===== src/rtl/wcp_pkg.sv =====
`timescale 1ns / 1ps
// ----------------------------------------------------------------------------
// wcp_pkg: shared types and constants for the WAV chunk parser
// Item structs, parse phases, status codes and control/status bundles.
// ----------------------------------------------------------------------------
package wcp_pkg;

  localparam int MAX_CHANNELS_DEF = 8;
  localparam int SUM_W            = 20;  // channel sum, signed
  localparam int DVD_W            = 28;  // |sum| * 256
  localparam int DIV_CNT_W        = 5;
  localparam logic [DIV_CNT_W-1:0] DIV_LAST = DIV_CNT_W'(DVD_W - 1);

  localparam logic [31:0] TAG_FMT  = 32'h2074_6D66;
  localparam logic [31:0] TAG_DATA = 32'h6174_6164;
  localparam logic [31:0] MIN_LEN  = 32'd44;
  localparam logic [31:0] FMT_MIN  = 32'd16;

  localparam logic [2:0] ST_OK       = 3'd0;
  localparam logic [2:0] ST_SHORT    = 3'd1;
  localparam logic [2:0] ST_MAGIC    = 3'd2;
  localparam logic [2:0] ST_FORMAT   = 3'd3;
  localparam logic [2:0] ST_NO_DATA  = 3'd4;
  localparam logic [2:0] ST_CHANNELS = 3'd5;

  localparam logic KIND_SAMPLE = 1'b0;
  localparam logic KIND_STATUS = 1'b1;

  typedef enum logic [3:0] {
    PH_RIFF   = 4'd0,
    PH_HEADER = 4'd1,
    PH_SKIP   = 4'd2,
    PH_FMT    = 4'd3,
    PH_DATA   = 4'd4,
    PH_PAD    = 4'd5,
    PH_STOP   = 4'd6
  } phase_e;

  typedef enum logic [1:0] {
    S_IDLE    = 2'd0,
    S_DIV     = 2'd1,
    S_OUT_SMP = 2'd2,
    S_OUT_STS = 2'd3
  } ctrl_state_e;

  typedef struct packed {
    logic [7:0] file_byte;
    logic       end_of_file;
  } in_item_t;

  typedef struct packed {
    logic               result_kind;
    logic signed [23:0] sample_value;
    logic [2:0]         status;
    logic [15:0]        format_code;
    logic [31:0]        rate_hz;
    logic [15:0]        channel_count;
    logic [30:0]        frame_count;
    logic               last;
  } out_item_t;

  typedef struct packed {
    logic step;     // parse the incoming byte
    logic div_run;  // one divider iteration
    logic sel_sts;  // present the status result
  } ctrl_cmd_t;

  typedef struct packed {
    logic frame_done;  // this byte completes a frame
    logic eof;         // this byte ends the file
    logic div_last;    // last divider iteration
    logic eof_pend;    // a status follows the sample
  } dp_stat_t;

  function automatic logic [7:0] riff_byte(input logic [1:0] idx);
    logic [7:0] r;
    case (idx)
      2'd0:    r = 8'h52;
      2'd1:    r = 8'h49;
      default: r = 8'h46;
    endcase
    return r;
  endfunction

  function automatic logic [7:0] wave_byte(input logic [1:0] idx);
    logic [7:0] r;
    case (idx)
      2'd0:    r = 8'h57;
      2'd1:    r = 8'h41;
      2'd2:    r = 8'h56;
      default: r = 8'h45;
    endcase
    return r;
  endfunction

endpackage


===== src/rtl/wav_chunk_parser_downmix.sv =====
`timescale 1ns / 1ps
// ----------------------------------------------------------------------------
// wav_chunk_parser_downmix: RIFF/WAVE chunk walker with channel down-mix
// Parses a WAV file byte by byte, emits averaged samples and a final status.
// ----------------------------------------------------------------------------
//   channel   direction  handshake            payload
//   in        input      in_valid / in_stall  wcp_pkg::in_item_t
//   out       output     out_valid/out_stall  wcp_pkg::out_item_t
//   cfg       input      cfg_we               file_length (32 bit)
//
// A byte that completes no frame and ends no file leaves the block idle.
// A byte that completes a frame starts the serial divider on the sum
// (one quotient bit per cycle), then the sample is held until taken.
// On the final byte the status item follows any sample; the block then
// takes the next byte. No clearing pass after reset; out_stall holds the
// result and blocks new input until it is taken.
// ----------------------------------------------------------------------------
module wav_chunk_parser_downmix #(
  parameter int MAX_CHANNELS = wcp_pkg::MAX_CHANNELS_DEF
) (
  input  logic                clk_i,
  input  logic                rst_ni,
  input  logic                in_valid_i,
  output logic                in_stall_o,
  input  wcp_pkg::in_item_t   in_item_i,
  output logic                out_valid_o,
  input  logic                out_stall_i,
  output wcp_pkg::out_item_t  out_item_o,
  input  logic                cfg_we_i,
  input  logic [31:0]         cfg_wdata_i
);

  wcp_pkg::ctrl_cmd_t cmd;
  wcp_pkg::dp_stat_t  stat;

  wcp_ctrl u_ctrl (
    .clk_i       (clk_i),
    .rst_ni      (rst_ni),
    .in_valid_i  (in_valid_i),
    .in_stall_o  (in_stall_o),
    .out_valid_o (out_valid_o),
    .out_stall_i (out_stall_i),
    .stat_i      (stat),
    .cmd_o       (cmd)
  );

  wcp_datapath #(
    .MAX_CHANNELS (MAX_CHANNELS)
  ) u_dp (
    .clk_i       (clk_i),
    .rst_ni      (rst_ni),
    .cfg_we_i    (cfg_we_i),
    .cfg_wdata_i (cfg_wdata_i),
    .in_item_i   (in_item_i),
    .cmd_i       (cmd),
    .stat_o      (stat),
    .out_item_o  (out_item_o)
  );

endmodule


===== src/rtl/wcp_ctrl.sv =====
`timescale 1ns / 1ps
// ----------------------------------------------------------------------------
// wcp_ctrl: sequencing FSM
// Takes a byte, runs the divider on a finished frame, hands out results.
// ----------------------------------------------------------------------------
module wcp_ctrl (
  input  logic                 clk_i,
  input  logic                 rst_ni,
  input  logic                 in_valid_i,
  output logic                 in_stall_o,
  output logic                 out_valid_o,
  input  logic                 out_stall_i,
  input  wcp_pkg::dp_stat_t    stat_i,
  output wcp_pkg::ctrl_cmd_t   cmd_o
);

  wcp_pkg::ctrl_state_e state_q, state_d;

  always_ff @(posedge clk_i or negedge rst_ni) begin
    if (!rst_ni) begin
      state_q <= wcp_pkg::S_IDLE;
    end else begin
      state_q <= state_d;
    end
  end

  always_comb begin
    state_d     = state_q;
    cmd_o       = '0;
    in_stall_o  = 1'b1;
    out_valid_o = 1'b0;
    unique case (state_q)
      wcp_pkg::S_IDLE: begin
        in_stall_o = 1'b0;
        if (in_valid_i) begin
          cmd_o.step = 1'b1;
          if (stat_i.frame_done) begin
            state_d = wcp_pkg::S_DIV;
          end else if (stat_i.eof) begin
            state_d = wcp_pkg::S_OUT_STS;
          end
        end
      end
      wcp_pkg::S_DIV: begin
        cmd_o.div_run = 1'b1;
        if (stat_i.div_last) begin
          state_d = wcp_pkg::S_OUT_SMP;
        end
      end
      wcp_pkg::S_OUT_SMP: begin
        out_valid_o = 1'b1;
        if (!out_stall_i) begin
          state_d = stat_i.eof_pend ? wcp_pkg::S_OUT_STS : wcp_pkg::S_IDLE;
        end
      end
      wcp_pkg::S_OUT_STS: begin
        out_valid_o   = 1'b1;
        cmd_o.sel_sts = 1'b1;
        if (!out_stall_i) begin
          state_d = wcp_pkg::S_IDLE;
        end
      end
      default: state_d = wcp_pkg::S_IDLE;
    endcase
  end

endmodule


===== src/rtl/wcp_datapath.sv =====
`timescale 1ns / 1ps
// ----------------------------------------------------------------------------
// wcp_datapath: parse state, down-mix accumulator and serial divider
// One byte is parsed per step command; the divider retires one bit a cycle.
// ----------------------------------------------------------------------------
module wcp_datapath #(
  parameter int MAX_CHANNELS = wcp_pkg::MAX_CHANNELS_DEF
) (
  input  logic                 clk_i,
  input  logic                 rst_ni,
  input  logic                 cfg_we_i,
  input  logic [31:0]          cfg_wdata_i,
  input  wcp_pkg::in_item_t    in_item_i,
  input  wcp_pkg::ctrl_cmd_t   cmd_i,
  output wcp_pkg::dp_stat_t    stat_o,
  output wcp_pkg::out_item_t   out_item_o
);

  localparam int DVS_W = $clog2(MAX_CHANNELS + 1);
  localparam logic [15:0] MAX_CH = 16'(MAX_CHANNELS);

  logic [31:0]             flen_q;
  logic [31:0]             pos_q, pos_d;
  wcp_pkg::phase_e         phase_q, phase_d;
  logic [31:0]             tag_q, tag_d;
  logic [31:0]             cbl_q, cbl_d;
  logic                    pad_q, pad_d;
  logic [15:0]             ftag_q, ftag_d;
  logic [15:0]             ch_q, ch_d;
  logic [31:0]             rate_q, rate_d;
  logic [15:0]             bits_q, bits_d;
  logic                    found_q, found_d;
  logic signed [wcp_pkg::SUM_W-1:0] sum_q, sum_d;
  logic [15:0]             idx_q, idx_d;
  logic [7:0]              low_q, low_d;
  logic [30:0]             frames_q, frames_d;
  logic [2:0]              err_q, err_d;
  logic [4:0]              off_q, off_d;
  logic                    eofp_q, eofp_d;

  // result snapshots
  wcp_pkg::out_item_t      smp_q, smp_d, sts_q, sts_d;

  // divider
  logic [wcp_pkg::DVD_W-1:0]     dvd_q, dvd_d;
  logic [DVS_W:0]                rem_q, rem_d;
  logic [DVS_W-1:0]              dvs_q, dvs_d;
  logic                          neg_q, neg_d;
  logic [wcp_pkg::DIV_CNT_W-1:0] cnt_q, cnt_d;

  logic                    frame_done;
  logic [7:0]              b;
  logic signed [15:0]      v;
  logic signed [wcp_pkg::SUM_W-1:0] sum_new;
  logic [wcp_pkg::SUM_W-1:0] mag;
  logic [15:0]             idx_new;
  logic [DVS_W:0]          rem_sh;
  logic [2:0]              st;
  logic [23:0]             quo;

  always_ff @(posedge clk_i or negedge rst_ni) begin
    if (!rst_ni) begin
      flen_q   <= '0;
      pos_q    <= '0;
      phase_q  <= wcp_pkg::PH_RIFF;
      tag_q    <= '0;
      cbl_q    <= '0;
      pad_q    <= 1'b0;
      ftag_q   <= '0;
      ch_q     <= '0;
      rate_q   <= '0;
      bits_q   <= '0;
      found_q  <= 1'b0;
      sum_q    <= '0;
      idx_q    <= '0;
      low_q    <= '0;
      frames_q <= '0;
      err_q    <= '0;
      off_q    <= '0;
      eofp_q   <= 1'b0;
      cnt_q    <= '0;
    end else begin
      if (cfg_we_i) begin
        flen_q <= cfg_wdata_i;
      end
      pos_q    <= pos_d;
      phase_q  <= phase_d;
      tag_q    <= tag_d;
      cbl_q    <= cbl_d;
      pad_q    <= pad_d;
      ftag_q   <= ftag_d;
      ch_q     <= ch_d;
      rate_q   <= rate_d;
      bits_q   <= bits_d;
      found_q  <= found_d;
      sum_q    <= sum_d;
      idx_q    <= idx_d;
      low_q    <= low_d;
      frames_q <= frames_d;
      err_q    <= err_d;
      off_q    <= off_d;
      eofp_q   <= eofp_d;
      cnt_q    <= cnt_d;
    end
  end

  always_ff @(posedge clk_i) begin
    smp_q <= smp_d;
    sts_q <= sts_d;
    dvd_q <= dvd_d;
    rem_q <= rem_d;
    dvs_q <= dvs_d;
    neg_q <= neg_d;
  end

  always_comb begin
    pos_d = pos_q;   phase_d = phase_q; tag_d = tag_q;   cbl_d = cbl_q;
    pad_d = pad_q;   ftag_d = ftag_q;   ch_d = ch_q;     rate_d = rate_q;
    bits_d = bits_q; found_d = found_q; sum_d = sum_q;   idx_d = idx_q;
    low_d = low_q;   frames_d = frames_q; err_d = err_q; off_d = off_q;
    eofp_d = eofp_q; smp_d = smp_q;     sts_d = sts_q;
    frame_done = 1'b0;
    b       = in_item_i.file_byte;
    v       = signed'({b, low_q});
    sum_new = sum_q + {{(wcp_pkg::SUM_W-16){v[15]}}, v};
    idx_new = idx_q + 16'd1;
    mag     = sum_new[wcp_pkg::SUM_W-1] ? wcp_pkg::SUM_W'(-sum_new)
                                        : wcp_pkg::SUM_W'(sum_new);
    st      = wcp_pkg::ST_OK;

    if (cmd_i.step) begin
      if (phase_q == wcp_pkg::PH_RIFF) begin
        if (pos_q == 32'd0 && flen_q < wcp_pkg::MIN_LEN) begin
          err_d   = wcp_pkg::ST_SHORT;
          phase_d = wcp_pkg::PH_STOP;
        end else if (pos_q < 32'd4) begin
          if (b != wcp_pkg::riff_byte(pos_q[1:0])) begin
            err_d   = wcp_pkg::ST_MAGIC;
            phase_d = wcp_pkg::PH_STOP;
          end
        end else if (pos_q >= 32'd8 && pos_q < 32'd12) begin
          if (b != wcp_pkg::wave_byte(pos_q[1:0])) begin
            err_d   = wcp_pkg::ST_MAGIC;
            phase_d = wcp_pkg::PH_STOP;
          end else if (pos_q == 32'd11) begin
            phase_d = wcp_pkg::PH_HEADER;
            off_d   = '0;
          end
        end
      end else if (phase_q == wcp_pkg::PH_STOP) begin
        phase_d = wcp_pkg::PH_STOP;
      end else if (pos_q >= flen_q) begin
        phase_d = wcp_pkg::PH_STOP;
      end else begin
        unique case (phase_q)
          wcp_pkg::PH_HEADER: begin
            if (off_q == 5'd0 && ({1'b0, pos_q} + 33'd8 > {1'b0, flen_q})) begin
              phase_d = wcp_pkg::PH_STOP;
            end else begin
              if (off_q == 5'd0) tag_d = '0;
              if (off_q == 5'd4) cbl_d = '0;
              if (off_q < 5'd4) tag_d[off_q[1:0]*8 +: 8] = b;
              else              cbl_d[off_q[1:0]*8 +: 8] = b;
              off_d = off_q + 5'd1;
              if (off_q == 5'd7) begin
                if ({2'b0, pos_q} + 34'd1 + {2'b0, cbl_d} > {2'b0, flen_q}) begin
                  phase_d = wcp_pkg::PH_STOP;
                end else begin
                  pad_d = cbl_d[0];
                  off_d = '0;
                  if (tag_d == wcp_pkg::TAG_FMT && cbl_d >= wcp_pkg::FMT_MIN &&
                      !found_q) begin
                    phase_d = wcp_pkg::PH_FMT;
                  end else if (tag_d == wcp_pkg::TAG_DATA && !found_q &&
                               ftag_q == 16'd1 && bits_q == 16'd16 &&
                               ch_q != 16'd0 && ch_q <= MAX_CH) begin
                    found_d = 1'b1;
                    sum_d   = '0;
                    idx_d   = '0;
                    phase_d = wcp_pkg::PH_DATA;
                  end else begin
                    phase_d = wcp_pkg::PH_SKIP;
                  end
                  if (cbl_d == 32'd0) begin
                    sum_d   = '0;
                    idx_d   = '0;
                    phase_d = wcp_pkg::PH_HEADER;
                  end
                end
              end
            end
          end
          wcp_pkg::PH_PAD: begin
            phase_d = wcp_pkg::PH_HEADER;
            off_d   = '0;
          end
          wcp_pkg::PH_SKIP, wcp_pkg::PH_FMT, wcp_pkg::PH_DATA: begin
            if (phase_q == wcp_pkg::PH_FMT) begin
              case (off_q)
                5'd0:  ftag_d[7:0]  = b;
                5'd1:  ftag_d[15:8] = b;
                5'd2:  ch_d[7:0]    = b;
                5'd3:  ch_d[15:8]   = b;
                5'd4, 5'd5, 5'd6, 5'd7: rate_d[off_q[1:0]*8 +: 8] = b;
                5'd14: bits_d[7:0]  = b;
                5'd15: bits_d[15:8] = b;
                default: ;
              endcase
              if (off_q < 5'd16) off_d = off_q + 5'd1;
            end else if (phase_q == wcp_pkg::PH_DATA) begin
              if (off_q == 5'd0) begin
                low_d = b;
                off_d = 5'd1;
              end else begin
                off_d = '0;
                if (idx_new >= ch_q && ch_q != 16'd0) begin
                  frame_done = 1'b1;
                  if (frames_q != 31'h7FFF_FFFF) frames_d = frames_q + 31'd1;
                  sum_d = '0;
                  idx_d = '0;
                end else begin
                  sum_d = sum_new;
                  idx_d = idx_new;
                end
              end
            end
            cbl_d = cbl_q - 32'd1;
            if (cbl_d == 32'd0) begin
              off_d   = '0;
              sum_d   = '0;
              idx_d   = '0;
              phase_d = pad_q ? wcp_pkg::PH_PAD : wcp_pkg::PH_HEADER;
            end
          end
          default: phase_d = wcp_pkg::PH_STOP;
        endcase
      end

      if (pos_q != 32'hFFFF_FFFF) pos_d = pos_q + 32'd1;

      if (err_d != 3'd0)                                       st = err_d;
      else if (pos_q < 32'd11 || phase_d == wcp_pkg::PH_RIFF)  st = wcp_pkg::ST_SHORT;
      else if (found_d)                                        st = wcp_pkg::ST_OK;
      else if (ftag_d != 16'd1 || bits_d != 16'd16 || ch_d == 16'd0)
                                                               st = wcp_pkg::ST_FORMAT;
      else if (ch_d > MAX_CH)                                  st = wcp_pkg::ST_CHANNELS;
      else                                                     st = wcp_pkg::ST_NO_DATA;

      smp_d.result_kind   = wcp_pkg::KIND_SAMPLE;
      smp_d.sample_value  = '0;
      smp_d.status        = wcp_pkg::ST_OK;
      smp_d.format_code   = ftag_d;
      smp_d.rate_hz       = rate_d;
      smp_d.channel_count = ch_d;
      smp_d.frame_count   = frames_d;
      smp_d.last          = 1'b0;

      sts_d.result_kind   = wcp_pkg::KIND_STATUS;
      sts_d.sample_value  = '0;
      sts_d.status        = st;
      sts_d.format_code   = ftag_d;
      sts_d.rate_hz       = rate_d;
      sts_d.channel_count = ch_d;
      sts_d.frame_count   = frames_d;
      sts_d.last          = 1'b1;

      eofp_d = in_item_i.end_of_file;
      if (in_item_i.end_of_file) begin
        // new file starts with the next byte
        pos_d = '0;   phase_d = wcp_pkg::PH_RIFF; tag_d = '0;  cbl_d = '0;
        pad_d = 1'b0; ftag_d = '0; ch_d = '0;     rate_d = '0; bits_d = '0;
        found_d = 1'b0; sum_d = '0; idx_d = '0;   low_d = '0;  frames_d = '0;
        err_d = '0;   off_d = '0;
      end
    end
  end

  // restoring divider: quotient bits shift into the dividend register
  always_comb begin
    dvd_d  = dvd_q;
    rem_d  = rem_q;
    dvs_d  = dvs_q;
    neg_d  = neg_q;
    cnt_d  = cnt_q;
    rem_sh = {rem_q[DVS_W-1:0], dvd_q[wcp_pkg::DVD_W-1]};
    if (cmd_i.step && frame_done) begin
      dvd_d = {mag, 8'd0};
      rem_d = '0;
      dvs_d = ch_q[DVS_W-1:0];
      neg_d = sum_new[wcp_pkg::SUM_W-1];
      cnt_d = '0;
    end else if (cmd_i.div_run) begin
      if (rem_sh >= {1'b0, dvs_q}) begin
        rem_d = rem_sh - {1'b0, dvs_q};
        dvd_d = {dvd_q[wcp_pkg::DVD_W-2:0], 1'b1};
      end else begin
        rem_d = rem_sh;
        dvd_d = {dvd_q[wcp_pkg::DVD_W-2:0], 1'b0};
      end
      cnt_d = cnt_q + wcp_pkg::DIV_CNT_W'(1);
    end
  end

  assign quo = dvd_q[23:0];

  always_comb begin
    if (cmd_i.sel_sts) begin
      out_item_o = sts_q;
    end else begin
      out_item_o              = smp_q;
      out_item_o.sample_value = neg_q ? signed'(24'd0 - quo) : signed'(quo);
    end
  end

  assign stat_o.frame_done = frame_done;
  assign stat_o.eof        = in_item_i.end_of_file;
  assign stat_o.div_last   = (cnt_q == wcp_pkg::DIV_LAST);
  assign stat_o.eof_pend   = eofp_q;

endmodule


===== config.mk =====
export PLATFORM = sky130hd
export DESIGN_NAME = wav_chunk_parser_downmix
export DESIGN_NICKNAME = d
export VERILOG_FILES = /design/src/rtl/wcp_pkg.sv /design/src/rtl/wav_chunk_parser_downmix.sv /design/src/rtl/wcp_ctrl.sv /design/src/rtl/wcp_datapath.sv
export SDC_FILE = /design/constraint.sdc
export NUM_CORES = 1
export LEC_CHECK = 0
export ABC_AREA = 1
export BUFFER_PORTS_ARGS = -buffer_cell sky130_fd_sc_hd__buf_2
export CORE_ASPECT_RATIO = 0.9
export CORE_MARGIN = 4
export CORE_UTILIZATION = 40
export CTS_CLUSTER_DIAMETER = 50
export CTS_CLUSTER_SIZE = 8
export DETAILED_ROUTE_END_ITERATION = 8
export GPL_ROUTABILITY_DRIVEN = 0
export GPL_TIMING_DRIVEN = 1
export PLACE_DENSITY = 0.62
export SLEW_MARGIN = 20
export SYNTH_ARGS = -nofsm -noshare
export SYNTH_HDL_FRONTEND = slang
export SYNTH_HIERARCHICAL = 1
export SYNTH_SLANG_ARGS = --single-unit

===== constraint.sdc =====
create_clock -name clk_i -period 10.03 [get_ports clk_i]
set_input_delay 1.5045 -clock clk_i [delete_from_list [all_inputs] [get_ports clk_i]]
set_output_delay 1.5045 -clock clk_i [all_outputs]
set_load 0.005 [all_outputs]

==> results.yml <==
synthesis:
  ys_ff_latch: 440
  synth_area_um2: 32000
  synth_edf_count: 123
  yosysUniqueCellTypes: 62
  synthArstFlopShare_pct: 69.3
  synth_warnings: 6
  synth_top_area_share_pct: 23.9
  yosysTopAreaCell: "dfrtp_1"
  seq_area_frac_synth_pct: 36.2
  synth_area_per_cell_um2: 7.11
  synth.area.top_cells: "dfrtp_1 (24%), nand2_1 (13%), edfxtp_1 (12%)"
  synth_nets: 4731
  netlist_instances: 4495
  synthFlopType: "dfrtp_1"
drt:
  postRouteAntennaNets: 0
  drt_first_pass_iters: 7
  wire_per_inst_um: 18.1
  drc: 0
  viasPerCell: 5.41
  vias: 30500
  drt_iter0_drc: 3426
  drt_wl_total_mm: 102
clocking:
  postCtsHoldBufs: 0
  cts-buffers-inserted: 80
  htreeDepth: 3
  cts.reportedPaths.clkPinSlew_ns: 0.05
  cts_setup_buffers: 0
  clk_latency_ns: 0.63
  clk_path_buf_depth: 3
  cts_root_buffer: "clkbuf_16"
  cts_resized: 0
  cts_sinks: 440
  cts_tree: "yes"
global_routing:
  use_met1_pct: 32.9
  grt_pass1_wl_mm: 159
  grt_pass1_vias: 28200
  gr-usage-met3_pct: 4.79
  antenna_found_initial: 0
  grtUsageMet2_pct: 36.5
  grt_max_degree: 151
  top_usage_layer: "met2"
  grt.total_usage_pct: 23.4
  overflow: 0
die:
  die_w_um: 306
  top_level_ports: 172
  die_area_um2: 84500
  die_h_um: 276
  core_um2: 79300
  start_util_pct: 40.3
  fp-row-count: 98
critical_path:
  reg2reg_from: "u_dp/off_q[0]"
  r2r-end: "u_dp/idx_q[7]"
  endpoint_kind: "register"
  crit_type: "reg2reg"
  path_common_cell: "nand2_1"
  cpPeakStageDelay_ns: 0.67
  start_kind: "register"
  rr_worst_depth: 32
  cp.arrival_ns: 8.87
  cp_slowest_cell: "dfrtp_1"
  crit_fanout: 35
  worstPathRequired_ns: 10.54
  r2r_slack_ns: 1.67
timing:
  tightestPinTransition_ns: 1.15
  setup_slack_ns: 1.67
  final.setup.tns_ns: 0
  finalClockSkew_ns: 0.0296
  setup_viol: 0
  finalCritPeriodShare_pct: 83.3
  rsz0062_at_grt: "no"
  fmax_mhz: 120
  final-max-slew-violation-count: 0
  finalHoldViolCount: 0
  max_slew_margin_pct: 22.5
  whs_ns: 0.475
  layout_min_cycle_time_ns: 8.36
hold_path:
  worstHoldStart: "u_dp/rem_q[3]"
  min_path_cells: 2
  min_to: "u_dp/rem_q[3]"
  hold_class: "reg2reg"
layout:
  antenna_cells: 0
  drive_gt1_share_pct: 8.28
  fin_util_pct: 44.9
  layout-area-overhead-vs-synth_pct: 11.5
  nFillCells: 8089
  nets: 4764
power:
  ir_drop_uv: 246
  p_per_area_nw_per_um2: 289
  p_leak_nw: 17.4
  power.total_mw: 10.3
placement:
  dp.final_hpwl_mm: 74.4
  place_ws_ns: 1.93
  port_buffers: 171
run:
  maxCapViolCount: 0
run_status:
  status: "finished, final reports clean"
==> power breakdown <==
group	internal [mW]	total (mW)	switching, mW
combinational	1.51	4.95	3.44
sequential	2.33	2.68	0.352
clock	1.70	2.67	0.963
total	5.54	10.3	4.76
==> cells in the mapped netlist, types with 10 or more instances <==
master,instances
buf_4,100
inv_1,568
o21a_1,10
xor2_1,109
nand3_1,185
ha_1,187
buf_2,32
nand4_1,107
nor3_1,106
dfxtp_1,12
clkbuf_1,107
o21ai_1,15
o22ai_1,72
a211oi_1,11
a21oi_1,197
o21ai_0,423
o31ai_1,20
o2111ai_1,13
edfxtp_1,123
xnor2_1,27
dfrtp_1,305
nand2_1,1100
a31oi_1,10
nor2_1,504
inv_2,13
o211ai_1,19
nor4_1,23
==> final cells by class <==
cell class / count / area [um^2] / share of cell area, %
Sequential cell: 440 / 11600 / 32.5
Clock buffer: 118 / 2280 / 6.39
Inverter: 589 / 2220 / 6.22
Timing Repair Buffer: 196 / 1070 / 2.99
Clock inverter: 27 / 340 / 0.955
Multi-Input combinational cell: 3221 / 16900 / 47.3
Tap cell: 1050 / 1310 / 3.69
==> logic make-up after synthesis <==
kind of cell,Yosys count,synth area share (%)
muxes,1,0.0352
AOI/OAI and AO/OA,821,14.2
buffers and inverters,834,11.2
and+or+nand+nor,2073,27.2
DFF,440,36.2
xor gates and xnor gates,136,3.73
adders and majority gates,190,7.51
==> metal layers <==
layer	share of wire [%]	routed length, um	vias to the layer above
met1	45	45600	14400
li1	-	-	14800
met2	45	45600	1140
met5	0	0	-
met4	2.8	2880	0
met3	8.1	8270	169
==> critical path, delay by kind of cell, from the launching register on <==
| kind | cells | cell delay (ns) |
|---|---|---|
| AND/OR/NAND/NOR | 15 | 3.26 |
| AO/OA/AOI/OAI | 9 | 1.72 |
| adder cells (fa/ha/maj) | 4 | 1.35 |
| buffers and inverters | 3 | 1.10 |
| flip-flops | 1 | 0.67 |
| XOR/XNOR | 1 | 0.13 |
==> layout by cell type (no fill, tap or decap), types with 8 or more instances in the layout <==
cell / n
o31ai_1: 20
xor2_1: 109
a31oi_1: 10
nand3_2: 8
o21ai_1: 15
o21a_1: 10
buf_2: 170
dfxtp_1: 12
inv_1: 566
clkinv_2: 10
nor2_2: 10
clkbuf_8: 9
nor3_1: 106
o22ai_1: 72
buf_4: 24
o21ai_0: 423
xnor2_1: 27
o211ai_1: 19
ha_1: 187
a211oi_1: 11
dfrtp_1: 305
o2111ai_1: 13
a21oi_1: 197
clkbuf_1: 27
clkbuf_16: 82
nand3_1: 184
nand4_1: 107
nor2_1: 500
nor4_1: 23
nand2_1: 1100
edfxtp_1: 123
inv_2: 15
==> through the flow <==
stage	instance area, um^2	instances
finish	35600	5641
global route	35600	5641
CTS	35600	5641
detailed placement	33000	5496
global placement	33000	5496
floorplan	32000	4495
==> worst max path at each step <==
| stage | start | to | cells past startpoint |
|---|---|---|---|
| 4_1_cts | u_dp/off_q[0] | u_dp/sum_q[11] | 31 |
| 5_1_grt | u_dp/off_q[0] | u_dp/idx_q[3] | 32 |
| 3_5_place_dp | u_dp/off_q[0] | u_dp/sum_q[11] | 31 |
| 2_1_floorplan | in_valid_i | u_dp/dvd_q[10] | 5 |
| 6_report | u_dp/off_q[0] | u_dp/idx_q[7] | 32 |
| 3_3_place_gp | u_dp/off_q[0] | u_dp/sum_q[18] | 32 |
==> registers in the layout, summed over array words and instances (netlist names), 3 cells and up <==
register,cells
u_dp/tag_q,32
u_dp/dvs_q,4
u_dp/cbl_q,32
u_dp/low_q,8
u_dp/cnt_q,5
u_dp/pos_q,32
u_dp/phase_q,4
u_dp/sts_q,98
u_dp/flen_q,32
u_dp/ftag_q,16
u_dp/off_q,5
u_dp/frames_q,31
u_dp/dvd_q,28
u_dp/bits_q,16
u_dp/rate_q,32
u_dp/ch_q,16
u_dp/sum_q,20
u_dp/idx_q,16
u_dp/rem_q,4
u_dp/err_q,3
No activity file was read; power rests on OpenSTA's default activity.
